### config.mk
export PLATFORM = sky130hd
export DESIGN_NAME = dag_topological_order
export DESIGN_NICKNAME = d
export VERILOG_FILES = /design/src/rtl/dto_pkg.sv /design/src/rtl/dto_ram.sv /design/src/rtl/dto_ctrl.sv /design/src/rtl/dto_datapath.sv /design/src/rtl/dag_topological_order.sv
export SDC_FILE = /design/constraint.sdc
export NUM_CORES = 2
export LEC_CHECK = 0
export BUFFER_PORTS_ARGS = -buffer_cell sky130_fd_sc_hd__buf_2
export CAP_MARGIN = 20
export CORE_MARGIN = 10
export CORE_UTILIZATION = 45
export CTS_BUF_LIST = sky130_fd_sc_hd__clkbuf_4
export CTS_CLUSTER_SIZE = 8
export DETAILED_ROUTE_END_ITERATION = 7
export PLACE_DENSITY = 0.68
export SYNTH_ARGS = -nofsm -noshare
export SYNTH_HDL_FRONTEND = slang
export SYNTH_SLANG_ARGS = --single-unit
### constraint.sdc
create_clock -name clk -period 7.7 [get_ports clk]
set_input_delay 1.54 -clock clk [delete_from_list [all_inputs] [get_ports clk]]
set_output_delay 1.54 -clock clk [all_outputs]
set_load 0.005 [all_outputs]
### src/rtl/dto_pkg.sv
// Shared types and constants for the topological sort block.
// Used by dto_ctrl, dto_datapath, dag_topological_order and the test files.
`timescale 1ns / 1ps

package dto_pkg;

  localparam int ID_W          = 6;    // task id width
  localparam int ID_SPACE      = 64;   // ids that the id field can name
  localparam int FIFO_AW       = 6;    // address width of the ready queue
  localparam int CNT_W         = 7;    // counts of tasks, 0 to ID_SPACE
  localparam int CFG_W         = 7;    // width of tasks_in_use
  localparam int S_DATA_W      = 16;   // src_task, dst_task, padded
  localparam int M_DATA_W      = 8;    // task_id, incomplete, edge_overflow
  localparam int APB_DATA_W    = 32;
  localparam int APB_ADDR_W    = 3;
  localparam int MAX_TASKS_DEF = 64;
  localparam int MAX_EDGES_DEF = 256;

  localparam logic [CFG_W-1:0] TASKS_RESET = 7'd64;

  // register index, taken from paddr[2]
  localparam logic REG_TASKS_IN_USE = 1'b0;

  typedef enum logic {
    KIND_EDGE = 1'b0,
    KIND_RUN  = 1'b1
  } kind_t;

  // commands from the controller to the datapath
  typedef struct packed {
    logic edge_load;
    logic run_start;
    logic load_inc;
    logic seed_rd;
    logic seed_chk;
    logic pop_rd;
    logic pop_take;
    logic edge_rd;
    logic edge_chk;
    logic deg_upd;
    logic finish;
  } dto_cmd_t;

  // status from the datapath to the controller
  typedef struct packed {
    logic seed_done;
    logic fifo_empty;
    logic scan_done;
    logic edge_hit;
    logic out_busy;
    logic have_held;
  } dto_stat_t;

endpackage

### src/rtl/dto_ram.sv
// Generic single-write, single-read RAM with a registered read port.
// No dependencies.
`timescale 1ns / 1ps

module dto_ram #(
  parameter int WIDTH = 8,
  parameter int DEPTH = 64,
  localparam int AW = (DEPTH > 1) ? $clog2(DEPTH) : 1
) (
  input  logic             clk,
  input  logic             we,
  input  logic [AW-1:0]    waddr,
  input  logic [WIDTH-1:0] wdata,
  input  logic             re,
  input  logic [AW-1:0]    raddr,
  output logic [WIDTH-1:0] rdata
);

  logic [WIDTH-1:0] mem [DEPTH];

  always_ff @(posedge clk) begin
    if (we) begin
      mem[waddr] <= wdata;
    end
    // hold the last read word while no read is issued
    if (re) begin
      rdata <= mem[raddr];
    end
  end

endmodule

### src/rtl/dto_ctrl.sv
// Sequencer for edge loads and sort runs: seed, pop, edge scan, finish.
// Depends on dto_pkg for the command and status structs.
`timescale 1ns / 1ps

module dto_ctrl (
  input  logic              clk,
  input  logic              rst,
  input  logic              s_tvalid,
  output logic              s_tready,
  input  logic              s_tuser,     // kind
  input  dto_pkg::dto_stat_t stat,
  output dto_pkg::dto_cmd_t  cmd
);

  typedef enum logic [3:0] {
    ST_IDLE,
    ST_LOAD_INC,
    ST_SEED_RD,
    ST_SEED_CHK,
    ST_POP_RD,
    ST_POP_GOT,
    ST_EDGE_RD,
    ST_EDGE_CHK,
    ST_DEG_UPD,
    ST_FINISH
  } state_t;

  state_t state, state_next;

  assign s_tready = (state == ST_IDLE);

  always_comb begin
    state_next = state;
    cmd        = '0;
    unique case (state)
      ST_IDLE: begin
        if (s_tvalid) begin
          if (dto_pkg::kind_t'(s_tuser) == dto_pkg::KIND_RUN) begin
            cmd.run_start = 1'b1;
            state_next    = ST_SEED_RD;
          end else begin
            cmd.edge_load = 1'b1;
            state_next    = ST_LOAD_INC;
          end
        end
      end
      ST_LOAD_INC: begin
        cmd.load_inc = 1'b1;
        state_next   = ST_IDLE;
      end
      ST_SEED_RD: begin
        if (stat.seed_done) begin
          state_next = ST_POP_RD;
        end else begin
          cmd.seed_rd = 1'b1;
          state_next  = ST_SEED_CHK;
        end
      end
      ST_SEED_CHK: begin
        cmd.seed_chk = 1'b1;
        state_next   = ST_SEED_RD;
      end
      ST_POP_RD: begin
        if (stat.fifo_empty) begin
          state_next = ST_FINISH;
        end else begin
          cmd.pop_rd = 1'b1;
          state_next = ST_POP_GOT;
        end
      end
      ST_POP_GOT: begin
        // hold while the previous task cannot be sent on
        if (!(stat.have_held && stat.out_busy)) begin
          cmd.pop_take = 1'b1;
          state_next   = ST_EDGE_RD;
        end
      end
      ST_EDGE_RD: begin
        if (stat.scan_done) begin
          state_next = ST_POP_RD;
        end else begin
          cmd.edge_rd = 1'b1;
          state_next  = ST_EDGE_CHK;
        end
      end
      ST_EDGE_CHK: begin
        if (stat.edge_hit) begin
          cmd.edge_chk = 1'b1;
          state_next   = ST_DEG_UPD;
        end else begin
          state_next = ST_EDGE_RD;
        end
      end
      ST_DEG_UPD: begin
        cmd.deg_upd = 1'b1;
        state_next  = ST_EDGE_RD;
      end
      ST_FINISH: begin
        if (!stat.out_busy) begin
          cmd.finish = 1'b1;
          state_next = ST_IDLE;
        end
      end
      default: begin
        state_next = ST_IDLE;
      end
    endcase
  end

  always_ff @(posedge clk) begin
    if (rst) begin
      state <= ST_IDLE;
    end else begin
      state <= state_next;
    end
  end

endmodule

### src/rtl/dto_datapath.sv
// Edge store, in-degree store, ready queue, counters, config register and
// output register. Depends on dto_pkg and dto_ram.
`timescale 1ns / 1ps

module dto_datapath #(
  parameter int MAX_TASKS = dto_pkg::MAX_TASKS_DEF,
  parameter int MAX_EDGES = dto_pkg::MAX_EDGES_DEF
) (
  input  logic                            clk,
  input  logic                            rst,
  input  dto_pkg::dto_cmd_t               cmd,
  output dto_pkg::dto_stat_t              stat,
  input  logic [dto_pkg::S_DATA_W-1:0]    s_tdata,   // src_task, dst_task
  input  logic                            psel,
  input  logic                            penable,
  input  logic                            pwrite,
  input  logic [dto_pkg::APB_ADDR_W-1:0]  paddr,
  input  logic [dto_pkg::APB_DATA_W-1:0]  pwdata,
  output logic [dto_pkg::APB_DATA_W-1:0]  prdata,
  output logic                            pready,
  output logic                            m_tvalid,
  input  logic                            m_tready,
  output logic [dto_pkg::M_DATA_W-1:0]    m_tdata,   // task_id, incomplete, edge_overflow
  output logic                            m_tuser,   // task_valid
  output logic                            m_tlast
);

  localparam int ID_W       = dto_pkg::ID_W;
  localparam int CNT_W      = dto_pkg::CNT_W;
  localparam int IDEG_DEPTH = (MAX_TASKS < dto_pkg::ID_SPACE) ? MAX_TASKS : dto_pkg::ID_SPACE;
  localparam int IDEG_AW    = $clog2(IDEG_DEPTH);
  localparam int ECNT_W     = $clog2(MAX_EDGES + 1);
  localparam int EADDR_W    = (MAX_EDGES > 1) ? $clog2(MAX_EDGES) : 1;
  localparam int DEG_W      = ECNT_W;

  localparam logic [CNT_W-1:0]  IDEG_LIMIT = CNT_W'(IDEG_DEPTH);
  localparam logic [ECNT_W-1:0] EDGE_LIMIT = ECNT_W'(MAX_EDGES);
  localparam logic [CNT_W-1:0]  FIFO_LIMIT = CNT_W'(dto_pkg::ID_SPACE);

  logic [ID_W-1:0] in_src, in_dst;
  assign in_src = s_tdata[ID_W-1:0];
  assign in_dst = s_tdata[2*ID_W-1:ID_W];

  // config and run state
  logic [dto_pkg::CFG_W-1:0] tasks_in_use;
  logic [CNT_W-1:0]          n_act;
  logic [ECNT_W-1:0]         edge_count;
  logic                      overflow_seen;
  logic [IDEG_DEPTH-1:0]     deg_valid;
  logic [IDEG_AW-1:0]        load_dst;
  logic                      inc_pend;
  logic [CNT_W-1:0]          seed_idx;
  logic [CNT_W-1:0]          head, tail;
  logic [CNT_W-1:0]          emitted;
  logic [ECNT_W-1:0]         edge_idx;
  logic [ID_W-1:0]           held;
  logic                      have_held;
  logic [IDEG_AW-1:0]        upd_dst;

  // output register
  logic [ID_W-1:0] out_task;
  logic            out_tvld, out_last, out_inc, out_ovf;

  assign n_act = (CNT_W'(tasks_in_use) < IDEG_LIMIT) ? CNT_W'(tasks_in_use) : IDEG_LIMIT;

  // edge store
  logic                 load_ok;
  logic [2*ID_W-1:0]    edge_q;
  logic [ID_W-1:0]      e_src, e_dst;

  assign load_ok = (edge_count < EDGE_LIMIT);
  assign e_src   = edge_q[ID_W-1:0];
  assign e_dst   = edge_q[2*ID_W-1:ID_W];

  dto_ram #(.WIDTH(2*ID_W), .DEPTH(MAX_EDGES)) u_edge_ram (
    .clk   (clk),
    .we    (cmd.edge_load && load_ok),
    .waddr (edge_count[EADDR_W-1:0]),
    .wdata ({in_dst, in_src}),
    .re    (cmd.edge_rd),
    .raddr (edge_idx[EADDR_W-1:0]),
    .rdata (edge_q)
  );

  // in-degree store; an entry without its valid bit reads as zero
  logic               deg_re, deg_we;
  logic [IDEG_AW-1:0] deg_raddr, deg_waddr, chk_addr;
  logic [DEG_W-1:0]   deg_q, deg_cur, deg_wdata;

  always_comb begin
    if (cmd.edge_load) begin
      deg_raddr = in_dst[IDEG_AW-1:0];
    end else if (cmd.seed_rd) begin
      deg_raddr = seed_idx[IDEG_AW-1:0];
    end else begin
      deg_raddr = e_dst[IDEG_AW-1:0];
    end
    if (cmd.load_inc) begin
      chk_addr = load_dst;
    end else if (cmd.seed_chk) begin
      chk_addr = seed_idx[IDEG_AW-1:0];
    end else begin
      chk_addr = upd_dst;
    end
  end

  assign deg_re    = cmd.edge_load || cmd.seed_rd || cmd.edge_chk;
  assign deg_cur   = deg_valid[chk_addr] ? deg_q : '0;
  assign deg_we    = (cmd.load_inc && inc_pend) || (cmd.deg_upd && (deg_cur != '0));
  assign deg_waddr = cmd.load_inc ? load_dst : upd_dst;
  assign deg_wdata = cmd.load_inc ? deg_cur + DEG_W'(1) : deg_cur - DEG_W'(1);

  dto_ram #(.WIDTH(DEG_W), .DEPTH(IDEG_DEPTH)) u_deg_ram (
    .clk   (clk),
    .we    (deg_we),
    .waddr (deg_waddr),
    .wdata (deg_wdata),
    .re    (deg_re),
    .raddr (deg_raddr),
    .rdata (deg_q)
  );

  // ready queue
  logic            seed_push, upd_push, push;
  logic [ID_W-1:0] push_id, fifo_q;

  assign seed_push = cmd.seed_chk && (deg_cur == '0);
  assign upd_push  = cmd.deg_upd && (deg_cur == DEG_W'(1)) && (CNT_W'(upd_dst) < n_act);
  assign push      = seed_push || upd_push;
  assign push_id   = cmd.seed_chk ? seed_idx[ID_W-1:0] : ID_W'(upd_dst);

  dto_ram #(.WIDTH(ID_W), .DEPTH(dto_pkg::ID_SPACE)) u_fifo_ram (
    .clk   (clk),
    .we    (push),
    .waddr (tail[dto_pkg::FIFO_AW-1:0]),
    .wdata (push_id),
    .re    (cmd.pop_rd),
    .raddr (head[dto_pkg::FIFO_AW-1:0]),
    .rdata (fifo_q)
  );

  // status
  logic out_busy, load_out, cfg_wr;

  assign out_busy = m_tvalid && !m_tready;
  assign load_out = (cmd.pop_take && have_held) || cmd.finish;
  assign cfg_wr   = psel && penable && pwrite && (paddr[2] == dto_pkg::REG_TASKS_IN_USE);

  always_comb begin
    stat.seed_done  = (seed_idx >= n_act);
    stat.fifo_empty = (head == tail);
    stat.scan_done  = (edge_idx == edge_count);
    stat.edge_hit   = (e_src == held) && (CNT_W'(e_dst) < IDEG_LIMIT);
    stat.out_busy   = out_busy;
    stat.have_held  = have_held;
  end

  always_ff @(posedge clk) begin
    if (rst) begin
      tasks_in_use  <= dto_pkg::TASKS_RESET;
      edge_count    <= '0;
      overflow_seen <= 1'b0;
      deg_valid     <= '0;
      have_held     <= 1'b0;
      m_tvalid      <= 1'b0;
      seed_idx      <= '0;
      head          <= '0;
      tail          <= '0;
      emitted       <= '0;
      edge_idx      <= '0;
      inc_pend      <= 1'b0;
    end else begin
      if (cfg_wr) begin
        tasks_in_use <= pwdata[dto_pkg::CFG_W-1:0];
      end
      if (cmd.edge_load) begin
        if (load_ok) begin
          edge_count <= edge_count + ECNT_W'(1);
        end else begin
          overflow_seen <= 1'b1;
        end
        inc_pend <= load_ok && (CNT_W'(in_dst) < IDEG_LIMIT);
      end
      if (deg_we) begin
        deg_valid[deg_waddr] <= 1'b1;
      end
      if (cmd.run_start) begin
        seed_idx  <= '0;
        head      <= '0;
        tail      <= '0;
        emitted   <= '0;
        have_held <= 1'b0;
      end
      if (cmd.seed_chk) begin
        seed_idx <= seed_idx + CNT_W'(1);
      end
      if (push) begin
        tail <= tail + CNT_W'(1);
      end
      if (cmd.pop_rd) begin
        head <= head + CNT_W'(1);
      end
      if (cmd.pop_take) begin
        have_held <= 1'b1;
        emitted   <= emitted + CNT_W'(1);
        edge_idx  <= '0;
      end
      if (cmd.edge_rd) begin
        edge_idx <= edge_idx + ECNT_W'(1);
      end
      // drop the edge store, in-degrees, overflow flag and held task once the run ends
      if (cmd.finish) begin
        edge_count    <= '0;
        overflow_seen <= 1'b0;
        deg_valid     <= '0;
        have_held     <= 1'b0;
      end
      if (load_out) begin
        m_tvalid <= 1'b1;
      end else if (m_tready) begin
        m_tvalid <= 1'b0;
      end
    end
  end

  // payload registers, no reset
  always_ff @(posedge clk) begin
    if (cmd.edge_load) begin
      load_dst <= in_dst[IDEG_AW-1:0];
    end
    if (cmd.pop_take) begin
      held <= fifo_q;
    end
    if (cmd.edge_chk) begin
      upd_dst <= e_dst[IDEG_AW-1:0];
    end
    if (load_out) begin
      // with no task emitted the last item is a bare marker
      out_task <= (cmd.finish && !have_held) ? '0 : held;
      out_tvld <= cmd.finish ? have_held : 1'b1;
      out_last <= cmd.finish;
      out_inc  <= cmd.finish && (emitted < n_act);
      out_ovf  <= cmd.finish && overflow_seen;
    end
  end

  assign m_tdata = {out_ovf, out_inc, out_task};
  assign m_tuser = out_tvld;
  assign m_tlast = out_last;

  assign pready = 1'b1;
  assign prdata = (paddr[2] == dto_pkg::REG_TASKS_IN_USE)
                  ? dto_pkg::APB_DATA_W'(tasks_in_use) : '0;

  a_queue_order: assert property (@(posedge clk) disable iff (rst) head <= tail)
    else $error("ready queue read pointer passed write pointer");
  a_queue_bound: assert property (@(posedge clk) disable iff (rst) tail <= FIFO_LIMIT)
    else $error("ready queue overfilled");
  a_edge_bound: assert property (@(posedge clk) disable iff (rst) edge_count <= EDGE_LIMIT)
    else $error("edge count beyond store depth");
  a_no_overwrite: assert property (@(posedge clk) disable iff (rst) !(load_out && out_busy))
    else $error("output item overwritten while stalled");

endmodule

### src/rtl/dag_topological_order.sv
// Top level of the task-graph topological sort (Kahn's method).
// Depends on dto_pkg, dto_ctrl, dto_datapath (and through it dto_ram).
//
//  channel   direction  handshake          payload
//  s_*       in         s_tvalid/s_tready  tdata: src_task[5:0] dst_task[11:6]; tuser: kind
//  m_*       out        m_tvalid/m_tready  tdata: task_id[5:0] incomplete[6] edge_overflow[7];
//                                          tuser: task_valid; tlast: last
//  APB       in         psel/penable       register 0 at address 0: tasks_in_use[6:0]
//
// An edge item is handled as a store write with the in-degree read, then the in-degree increment.
// A run item seeds the ready queue from the n tasks in use, then for each emitted task
// walks every stored edge through the single edge-store read port and updates the
// in-degree of each successor found.
// rst is synchronous and active high; it empties the edge store and queue.
// A stalled output holds the sequencer before it sends the next item.
`timescale 1ns / 1ps

module dag_topological_order #(
  parameter int MAX_TASKS = dto_pkg::MAX_TASKS_DEF,
  parameter int MAX_EDGES = dto_pkg::MAX_EDGES_DEF
) (
  input  logic                            clk,
  input  logic                            rst,
  input  logic                            s_tvalid,
  output logic                            s_tready,
  input  logic [dto_pkg::S_DATA_W-1:0]    s_tdata,   // src_task, dst_task
  input  logic                            s_tuser,   // kind
  output logic                            m_tvalid,
  input  logic                            m_tready,
  output logic [dto_pkg::M_DATA_W-1:0]    m_tdata,   // task_id, incomplete, edge_overflow
  output logic                            m_tuser,   // task_valid
  output logic                            m_tlast,
  input  logic                            psel,
  input  logic                            penable,
  input  logic                            pwrite,
  input  logic [dto_pkg::APB_ADDR_W-1:0]  paddr,
  input  logic [dto_pkg::APB_DATA_W-1:0]  pwdata,
  output logic [dto_pkg::APB_DATA_W-1:0]  prdata,
  output logic                            pready
);

  dto_pkg::dto_cmd_t  cmd;
  dto_pkg::dto_stat_t stat;

  dto_ctrl u_ctrl (
    .clk      (clk),
    .rst      (rst),
    .s_tvalid (s_tvalid),
    .s_tready (s_tready),
    .s_tuser  (s_tuser),
    .stat     (stat),
    .cmd      (cmd)
  );

  dto_datapath #(
    .MAX_TASKS (MAX_TASKS),
    .MAX_EDGES (MAX_EDGES)
  ) u_datapath (
    .clk      (clk),
    .rst      (rst),
    .cmd      (cmd),
    .stat     (stat),
    .s_tdata  (s_tdata),
    .psel     (psel),
    .penable  (penable),
    .pwrite   (pwrite),
    .paddr    (paddr),
    .pwdata   (pwdata),
    .prdata   (prdata),
    .pready   (pready),
    .m_tvalid (m_tvalid),
    .m_tready (m_tready),
    .m_tdata  (m_tdata),
    .m_tuser  (m_tuser),
    .m_tlast  (m_tlast)
  );

endmodule

==> results_dict.tcl <==
set metrics [dict create \
    dpl.hpwl_um 239000 \
    setup_violations 0 \
    die_x_um 625 \
    critPathBufInv 3 \
    coreArea_um2 365000 \
    layout_commonest_cell "edfxtp_1" \
    drc_errors 0 \
    cts_buffer_depth 4 \
    clk_pin_slew_ns 0.06 \
    antenna_found_initial 21 \
    rsz0062_at_grt "no" \
    syn_area_per_cell_um2 20.8 \
    p_leak_uw 0.0578 \
    cap_violations 0 \
    hold_depth 3 \
    grt_max_degree 198 \
    slew_viol_final 0 \
    async_flop_share_pct 0 \
    reg2regPathDepth 17 \
    worstPathMaxFanout 65 \
    period_needed_ns 6.63 \
    htree_levels 6 \
    fin_skew_ns 0.171 \
    grt_pass1_wl_um 583000 \
    power.total_uw 44300 \
    synth-main-ff-cell "edfxtp_1" \
    route.antenna.remaining_nets 0 \
    status "completed" \
    grt_usage_pct 20.0 \
    fin_crit_sh_pct 86.1 \
    worst_skew_pair.late_latency_ns 1.69 \
    die_area_um2 391000 \
    vias 84900 \
    synthesis.area_um2 165000 \
    path_delay_family "simple AND/OR/NAND/NOR gates" \
    cts_tree "done" \
    drt_iter0_markers 10300 \
    clock_tree.root_cell "clkbuf_4" \
    avgViaCountPerCell 5.83 \
    routed_wirelength_um 399000 \
    numCtsBuffers 962 \
    post_cts_buffers 0 \
    power_density_nw_per_um2 238 \
    fmax_mhz 151 \
    grt_pass1_vias 86100 \
    crit_arrival_ns 7.80 \
    syn_to_final_growth_pct 12.9 \
    ys_ff_latch 4212 \
    crit_required_ns 8.87 \
    rows 222 \
    ys_types 79 \
    cp_cell_sequence "nor4bb_2 -> buf_4 -> mux2_2 -> buf_4 -> mux2_2 -> nor2_1 -> nand4_1 -> nand4_2 -> or2_2 -> inv_1 -> ha_1 -> nand2_1 -> a211oi_1 -> o32a_4 -> and2_1 -> nand2_1 -> nor2_1" \
    grt-ovfl-total 0 \
    finalSetupTns_ns 0 \
    post_drt_wl_per_cell_um 27.3 \
    cts.sink_count 4212 \
    io_buffers 46 \
    syn_inst 7941 \
    critPathKind "register to register" \
    finalHoldViolCount 0 \
    dr.pass1.iters 8 \
    setup.worst_path.start_class "register" \
    cp-end-kind "register" \
    finish.utilization_pct 50.9 \
    ir_drop_v 0.000145 \
    fin_nets 9043 \
    r2r_slack_ns 1.07 \
    worstMarginPinSlew_ns 1.16 \
    num_io_pins 104 \
    initial_core_util_pct 45.1 \
    timing.slew.headroom_pct 22.2 \
    globalplace.congestion 0.856 \
    synth_seq_area_share_pct 76.0 \
    drive_above_1_share_pct 33.2 \
    final_cell_mix "edfxtp_1 (4,087), clkbuf_4 (1,397), mux4_2 (1,148), nand2_1 (461), nor2_1 (416)" \
    synth_edf_count 4087 \
    crit_cells 17 \
    worst_path_largest_cell_delay_ns 0.83 \
    hold_path_class "primary input to register" \
    chipHeight_um 625 \
    slowest_stage "dfxtp_1" \
    yosysWarnings 0 \
]
==> report_power, final <==
part / leakage [uW] / switching (uW) / internal, uW
sequential: 0.0377 / 30.6 / 25300
clock: 0.00735 / 8650 / 8840
combinational: 0.0127 / 1160 / 326
==> cell type report <==
cell class | instances | area, um2
multi-input cells | 3225 | 37600
clock buffers | 1396 | 10500
well taps | 4816 | 6030
fillers | 28700 | 179000
diodes | 11 | 27.5
flip-flops and latches | 4212 | 125000
repair buffers | 519 | 4560
inverters | 33 | 125
clock inverters | 365 | 1990
==> through the flow <==
stage                     hold WS, ns  cell area, um2  setup slack [ns]  cells
after global routing            0.101          186000             0.788  14600
after floorplan                 0.400          165000              2.33   7965
after detailed placement        0.440          173000              1.13  12700
after global placement          0.430          172000              1.32  12700
after CTS                     0.00357          185000              1.14  14500
final                           0.205          186000              1.07  14600
==> final timing paths <==
check | start | end
setup / recovery | u_ctrl.state[1] | u_datapath.u_fifo_ram.mem[57][5]
hold / removal | pwdata[0] | u_datapath.tasks_in_use[0]
setup reg to reg | u_ctrl.state[1] | u_datapath.u_fifo_ram.mem[57][5]
hold reg to reg | u_datapath.u_edge_ram.rdata[8] | u_datapath.upd_dst[2]
==> metal layers <==
metal  share of wire [%]  up-vias  wire, um  global-route usage [%]
met2                  48     4512    193000                    31.8
met4                 2.9       16     11700                    6.42
met1                  39    44200    156000                    27.6
li1                    -    35500         -                       -
met3                 9.6      652     38200                    4.46
met5               0.031        -       122                       0
==> synthesized netlist by cell type, drive strengths merged (4+ instances only) <==
cell	instances	area share (%)
a311oi	13	0.069
a21o	4	0.018
nor4	6	0.032
buf	242	0.74
a211oi	95	0.44
mux4	1149	16
nor3	78	0.24
nand3b	18	0.082
and2	18	0.068
a22oi	8	0.039
clkbuf	253	0.58
nand2b	15	0.057
xor2	19	0.10
ha	31	0.24
a32oi	19	0.10
o31ai	13	0.059
o21ai	116	0.35
mux2i	134	0.81
or3	10	0.038
nand4	20	0.089
nand3	178	0.56
a211o	4	0.021
and4	6	0.032
edfxtp	4087	74
nand2	473	1.1
and3	15	0.057
nor2	428	0.97
o22ai	14	0.053
mux2	18	0.13
clkinv	4	0.0099
a31oi	33	0.13
nand4b	9	0.048
o221ai	9	0.048
a21boi	6	0.027
dfxtp	125	1.5
xnor2	12	0.064
or2	12	0.046
nor2b	55	0.21
nor3b	38	0.18
inv	29	0.066
a21oi	97	0.29
==> worst reg2reg max path: stages (launching register included) <==
cell      delay, ns
dfxtp_1        0.83
nor4bb_2       0.44
buf_4          0.30
mux2_2         0.21
buf_4          0.58
mux2_2         0.32
nor2_1         0.06
nand4_1        0.11
nand4_2        0.47
or2_2          0.52
inv_1          0.09
ha_1           0.15
nand2_1        0.07
a211oi_1       0.26
o32a_4         0.41
and2_1         0.29
nand2_1        0.46
nor2_1         0.61
==> cell families after synthesis <==
family,synth area share (%)
DFF,76.0
buffers and inverters,1.39
and+or+nand+nor,3.83
other,0.00456
adders and majority gates,0.235
muxes,16.6
xor gates and xnor gates,0.165
AOI/OAI and AO/OA,1.76
==> state kept, by name (all words and copies together), names as in the netlist, 9 cells and up <==
register,count
u_datapath.deg_valid,64
u_datapath.u_deg_ram.rdata,9
u_datapath.u_fifo_ram.mem,384
u_datapath.u_deg_ram.mem,576
u_datapath.u_edge_ram.rdata,12
u_datapath.edge_count,9
u_datapath.u_edge_ram.mem,3072
u_datapath.edge_idx,9
==> what timing repair did <==
| item | 4_1_cts | 5_1_grt |
|---|---|---|
| hold buffers | 5 | 0 |
| resized for setup | 0 | 0 |
| endpoints found under the hold margin | 5 | 0 |
Power figures use the tool's default switching activity.
